`config.mk`:
```
export PLATFORM = sky130hd
export DESIGN_NAME = file_crc32_with_field_skip
export DESIGN_NICKNAME = d
export VERILOG_FILES = /design/src/rtl/core/fcrc_pkg.sv /design/src/rtl/core/file_crc32_with_field_skip.sv
export SDC_FILE = /design/constraint.sdc
export NUM_CORES = 1
export LEC_CHECK = 0
export BUFFER_PORTS_ARGS = -buffer_cell sky130_fd_sc_hd__buf_2
export CORE_ASPECT_RATIO = 0.75
export CORE_MARGIN = 5
export CORE_UTILIZATION = 40
export CTS_CLUSTER_SIZE = 8
export DETAILED_ROUTE_END_ITERATION = 7
export GPL_TIMING_DRIVEN = 0
export PLACE_DENSITY = 0.54
export SYNTH_ARGS = -nofsm -noshare
export SYNTH_HDL_FRONTEND = slang
export SYNTH_SLANG_ARGS = --single-unit
```
`constraint.sdc`:
```
create_clock -name clk -period 8.6 [get_ports clk]
set_input_delay 0.43 -clock clk [delete_from_list [all_inputs] [get_ports clk]]
set_output_delay 0.43 -clock clk [all_outputs]
set_load 0.02 [all_outputs]
```
`src/rtl/core/fcrc_pkg.sv`:
```
// fcrc_pkg: constants, register codes and the byte-wise crc-32 update
// for the file crc checker; no dependencies
package fcrc_pkg;

	localparam int unsigned CFG_IDX_W = 2;
	localparam int unsigned CFG_DAT_W = 32;

	localparam logic [31:0] CRC_POLY = 32'hEDB8_8320;
	localparam logic [31:0] CRC_ONES = 32'hFFFF_FFFF;

	// configuration register indexes
	localparam logic [CFG_IDX_W-1:0] REG_CRC_FIELD_OFFSET = 2'd0;
	localparam logic [CFG_IDX_W-1:0] REG_EXPECTED_CRC     = 2'd1;

	// reflected crc-32, one byte, lsb first
	function automatic logic [31:0] crc_byte(input logic [31:0] crc_in, input logic [7:0] b);
		logic [31:0] c;
		c = crc_in ^ {24'd0, b};
		for (int k = 0; k < 8; k++) begin
			c = (c >> 1) ^ (CRC_POLY & {32{c[0]}});
		end
		return c;
	endfunction

endpackage

```
`src/rtl/core/file_crc32_with_field_skip.sv`:
```
// file_crc32_with_field_skip: streaming reflected crc-32 over a file with a
// zeroed four-byte checksum window and compare against an expected value
// depends on fcrc_pkg
//
//  channel | signals                                   | request moves
//  --------+-------------------------------------------+---------------------------
//  in      | in_valid, in_ready, data_byte, last_byte  | one file byte
//  out     | out_valid, out_ready, crc_value, crc_match| final crc of one file
//  cfg     | cfg_valid, cfg_ready, cfg_index, cfg_data | one register write
//
// one byte per cycle sustained unless a last byte waits on a full result: a
// request goes into the input stage, from there its byte is folded into the running
// crc by the eight-step unrolled xor network and, on the last byte, the result register is loaded
// reset (arst_n low) clears the running crc to all ones, position to zero,
// both registers to zero and empties input stage and result register
// a finished result waiting in the result register stalls only the next last
// byte; ordinary bytes keep flowing while out_ready is low
// cfg_ready is always high; writes take effect from the next byte hashed
module file_crc32_with_field_skip
	import fcrc_pkg::*;
(
	input  logic                 clk,
	input  logic                 arst_n,
	// byte stream
	input  logic                 in_valid,
	output logic                 in_ready,
	input  logic [7:0]           data_byte,
	input  logic                 last_byte,
	// result
	output logic                 out_valid,
	input  logic                 out_ready,
	output logic [31:0]          crc_value,
	output logic                 crc_match,
	// configuration writes
	input  logic                 cfg_valid,
	output logic                 cfg_ready,
	input  logic [CFG_IDX_W-1:0] cfg_index,
	input  logic [CFG_DAT_W-1:0] cfg_data
);

	// configuration registers
	logic [15:0] crc_field_offset_q;
	logic [31:0] expected_crc_q;

	// input stage
	logic        valid_s1;
	logic [7:0]  byte_s1;
	logic        last_s1;

	// running state
	logic [31:0] crc_q;
	logic [31:0] pos_q;

	// result register
	logic        out_valid_q;
	logic [31:0] crc_value_q;
	logic        crc_match_q;

	logic        out_free;
	logic        go_s1;
	logic        in_win;
	logic [16:0] win_end;
	logic [7:0]  hashed_byte;
	logic [31:0] crc_next;
	logic [31:0] final_crc;

	assign cfg_ready = 1'b1;

	// result register can take a new value when empty or draining this cycle
	assign out_free = !out_valid_q || out_ready;
	// the staged byte proceeds unless it is a last byte blocked by a full result
	assign go_s1    = valid_s1 && (!last_s1 || out_free);
	assign in_ready = !valid_s1 || go_s1;

	// checksum window [offset, offset+4), end never wraps in 17 bits
	assign win_end     = {1'b0, crc_field_offset_q} + 17'd4;
	assign in_win      = (pos_q >= {16'd0, crc_field_offset_q}) && (pos_q < {15'd0, win_end});
	assign hashed_byte = in_win ? 8'd0 : byte_s1;
	assign crc_next    = crc_byte(crc_q, hashed_byte);
	assign final_crc   = crc_next ^ CRC_ONES;

	// register writes, out-of-range indexes ignored
	always_ff @(posedge clk or negedge arst_n) begin
		if (!arst_n) begin
			crc_field_offset_q <= '0;
			expected_crc_q     <= '0;
		end else if (cfg_valid && cfg_ready) begin
			case (cfg_index)
				REG_CRC_FIELD_OFFSET: crc_field_offset_q <= cfg_data[15:0];
				REG_EXPECTED_CRC:     expected_crc_q     <= cfg_data;
				default:              ;
			endcase
		end
	end

	// input stage control
	always_ff @(posedge clk or negedge arst_n) begin
		if (!arst_n) begin
			valid_s1 <= 1'b0;
		end else if (in_ready) begin
			valid_s1 <= in_valid;
		end
	end

	// input stage payload
	always_ff @(posedge clk) begin
		if (in_valid && in_ready) begin
			byte_s1 <= data_byte;
			last_s1 <= last_byte;
		end
	end

	// running crc and saturating position, restart after the last byte
	always_ff @(posedge clk or negedge arst_n) begin
		if (!arst_n) begin
			crc_q <= CRC_ONES;
			pos_q <= '0;
		end else if (go_s1) begin
			if (last_s1) begin
				crc_q <= CRC_ONES;
				pos_q <= '0;
			end else begin
				crc_q <= crc_next;
				if (pos_q != CRC_ONES) begin
					pos_q <= pos_q + 32'd1;
				end
			end
		end
	end

	// result register control
	always_ff @(posedge clk or negedge arst_n) begin
		if (!arst_n) begin
			out_valid_q <= 1'b0;
		end else if (go_s1 && last_s1) begin
			out_valid_q <= 1'b1;
		end else if (out_ready) begin
			out_valid_q <= 1'b0;
		end
	end

	// result register payload
	always_ff @(posedge clk) begin
		if (go_s1 && last_s1) begin
			crc_value_q <= final_crc;
			crc_match_q <= (final_crc == expected_crc_q);
		end
	end

	assign out_valid = out_valid_q;
	assign crc_value = crc_value_q;
	assign crc_match = crc_match_q;

endmodule

```
==> results.yml <==
outcome:
  status: "completed"
synthesis:
  ys_async_sr_fraction_pct: 73.1
  synthTopCellsByArea: "dfrtp_1 (22%), edfxtp_1 (14%), xnor2_1 (12%)"
  synth_area_mm2: 0.00923
  yosysTopAreaCell: "dfrtp_1"
  synth_top_cell_area_share_pct: 22.2
  ys.warnings.count: 0
  synth_cells: 865
  synth.distinct_cells: 68
  syn-num-nets: 946
  ys_seq_area_share_pct: 45.0
  syn_avg_cell_area_um2: 10.7
  ys.flop_type: "dfrtp_1"
  synth_edf_count: 42
  synth-seq-cells: 156
setup_path:
  required_ns: 8.86
  crit_path_max_incr_delay_ns: 0.66
  worstReg2RegStart: "crc_field_offset_q[4]"
  r2r_setup_slack_ns: 2.64
  path_class: "reg2reg"
  crit_path_start_kind: "flip-flop"
  worst_path_most_repeated_cell: "xor2_1"
  regToRegEndpoint: "crc_match"
  crit_chain: "inv_1 -> nor4_1 -> nand2_1 -> nor2_1 -> nand3_1 -> xnor2_1 -> ha_1 -> nand4_1 -> or3_4 -> a2111oi_4 -> o41ai_2 -> buf_6 -> a31oi_1 -> xor2_1 -> xor2_1 -> nor4b_1 -> nand4b_1 -> nor4_2"
  cp.arrival_ns: 6.22
  r2r_cells: 18
  cp_max_fo: 10
  cp-end-kind: "flip-flop"
  crit_path_top_delay_cell: "nor4b_1"
grt:
  grtUsageTotal_pct: 19.7
  busiest_layer: "met1"
  met2_usage_pct: 24.8
  grt_pass1_vias: 6282
  grtUsageMet1_pct: 33.9
  grt_overflow: 0
  antenna_found_initial: 0
  met3_usage_pct: 4.07
  grt_pass1_wl_mm: 38.8
  grt_max_degree: 87
drt:
  ant_nets: 0
  via_per_inst: 5.19
  wirelength_mm: 25.4
  dr.first_iter.drc_count: 551
  vias: 6659
  drc_errors: 0
  wl_per_cell_um: 19.8
  dr.pass1.iters: 5
clock_tree:
  clock_path_buffers: 2
  tritoncts: "yes"
  numCtsBuffers: 17
  post_cts_resized: 0
  htree_levels: 4
  cts-root-buf: "clkbuf_16"
  numClockSinks: 156
  clk_pin_slew_ns: 0.07
  clk-insertion-delay-late_ns: 0.43
timing:
  skew_ns: 0.0117
  grt_setup_unrepaired: "false"
  fin_crit_ns: 5.96
  fin_setup_tns_ns: 0
  slew_violations: 0
  finalCritPeriodShare_pct: 69.3
  relSlewSlack_pct: 44.6
  fmax_ghz: 0.168
  setup_viol: 0
  finalHoldViolCount: 0
  holdWs_ns: 0.172
  worst_pin_slew_ns: 0.831
layout:
  seq_area_mm2: 0.00415
  finalNetCount: 1050
  fin_cells: 1282
  fillers: 2138
  fin_util_pct: 46.8
  layout-drive-gt1-share_pct: 21.7
  multi_input_area_mm2: 0.00475
  diodes: 0
  areaGrowthSynthToFinish_pct: 16.1
placement:
  gp_congestion: 0.940
  portBuffers: 82
  dpl.cell_count: 1249
  hpwl_mm: 19.5
hold_path:
  hold_end: "last_s1"
  hp-class: "in2reg"
  min_delay_path_depth: 1
  min_from: "last_byte"
run:
  drv_cap: 0
die:
  die_height_um: 142
  start_util_pct: 40.3
  core-area_mm2: 0.0229
  die_w_um: 185
  die_area_mm2: 0.0262
  io_pins: 84
  std_cell_rows: 48
power:
  vdd_drop_max_uv: 233
  power.leakage_nw: 4.35
  p_per_area_mw_per_mm2: 403
==> per-stage QoR <==
step	setup slack (ns)	area [µm²]	power (mW)
after floorplan	4.36	9230	2.81
after global placement	2.79	10000	3.46
after detailed placement	2.71	10100	3.47
after CTS	2.67	10700	4.30
after global routing	2.23	10700	4.54
final	2.64	10700	4.32
==> cells in the final DEF, fill, tap and decap left out, types with 7 or more instances in the layout <==
master     count
xnor2_1      122
buf_2         88
nor2_1        87
dfrtp_1       82
xor2_1        73
a21oi_1       52
nand2_1       46
edfxtp_1      42
mux2_2        33
ha_1          33
dfstp_2       32
inv_1         31
o21ai_0       25
nand3_1       21
clkbuf_1      21
nand4_1       18
clkbuf_16     17
a31oi_1       15
nor3_1        10
nor2b_1        9
nor4_1         7
and3_1         7
==> worst max-delay path by stage <==
stage	start	endpoint	slack [ns]
after detailed placement	crc_field_offset_q[4]	crc_match	2.71
after CTS	crc_field_offset_q[4]	crc_match	2.67
after global placement	crc_field_offset_q[4]	crc_match	2.79
after global routing	crc_field_offset_q[4]	crc_match	2.23
after floorplan	crc_field_offset_q[4]	crc_match	4.36
final	crc_field_offset_q[4]	crc_match	2.64
==> Yosys cell counts (22+ instances only) <==
library cell,number
o21ai_0,25
dfrtp_1,82
mux2_2,33
nor2_1,87
xor2_1,73
inv_1,31
a21oi_1,52
edfxtp_1,42
xnor2_1,122
ha_1,33
dfstp_2,32
clkbuf_1,22
nand2_1,46
==> registers in the layout (all words and copies together), names as in the netlist <==
register	cells
crc_q	32
crc_value	32
expected_crc_q	32
pos_q	32
crc_field_offset_q	16
byte_s1	8
crc_match	1
last_s1	1
out_valid	1
valid_s1	1
==> worst max-delay path, delay by kind of cell, from the launching register on <==
family / cells / cell delay [ns]
buffers and inverters: 2 / 0.31
xor gates and xnor gates: 3 / 0.87
adders and majority gates: 1 / 0.32
and+or+nand+nor: 9 / 3.01
AOI/OAI and AO/OA: 3 / 0.84
DFF: 1 / 0.41
==> logic make-up (layout without fill, tap and decap cells) <==
logic type / after synthesis / in the layout / share of synthesized area (%)
AOI/OAI and AO/OA: 130 / 130 / 9.21
xor gates and xnor gates: 206 / 206 / 21.1
adders and majority gates: 33 / 33 / 4.48
buffers and inverters: 71 / 188 / 3.51
DFF: 156 / 156 / 45.0
muxes: 34 / 34 / 4.14
other: 1 / 1 / 0.0406
and+or+nand+nor: 234 / 234 / 12.5
==> layout make-up <==
cell class	instances	share of cell area, %
sequential	156	38.8
buffer	40	1.95
tap	300	3.51
inverter	31	1.09
timing repair buffer	85	4.43
multi-input combinational	638	44.3
clock inverter	15	1.92
clock buffer	17	3.97
==> power by group <==
group	total [mW]	leakage, nW	switching, mW	internal, mW
clock	0.823	0.303	0.353	0.470
combinational	2.30	2.27	1.41	0.896
sequential	1.19	1.78	0.106	1.08
total	4.32	4.35	1.87	2.45
==> repair_timing <==
action / 4_1_cts / 5_1_grt
buffers inserted: 0 / 0
hold endpoints to repair: 28 / 0
hold buffers: 1 / 0
==> routing by layer <==
layer	wire length, µm	part of all wire, %
met3	1810	7.1
met1	13900	55
met4	233	0.92
met5	0	0
met2	9470	37
(Power assumes the default switching activity.)
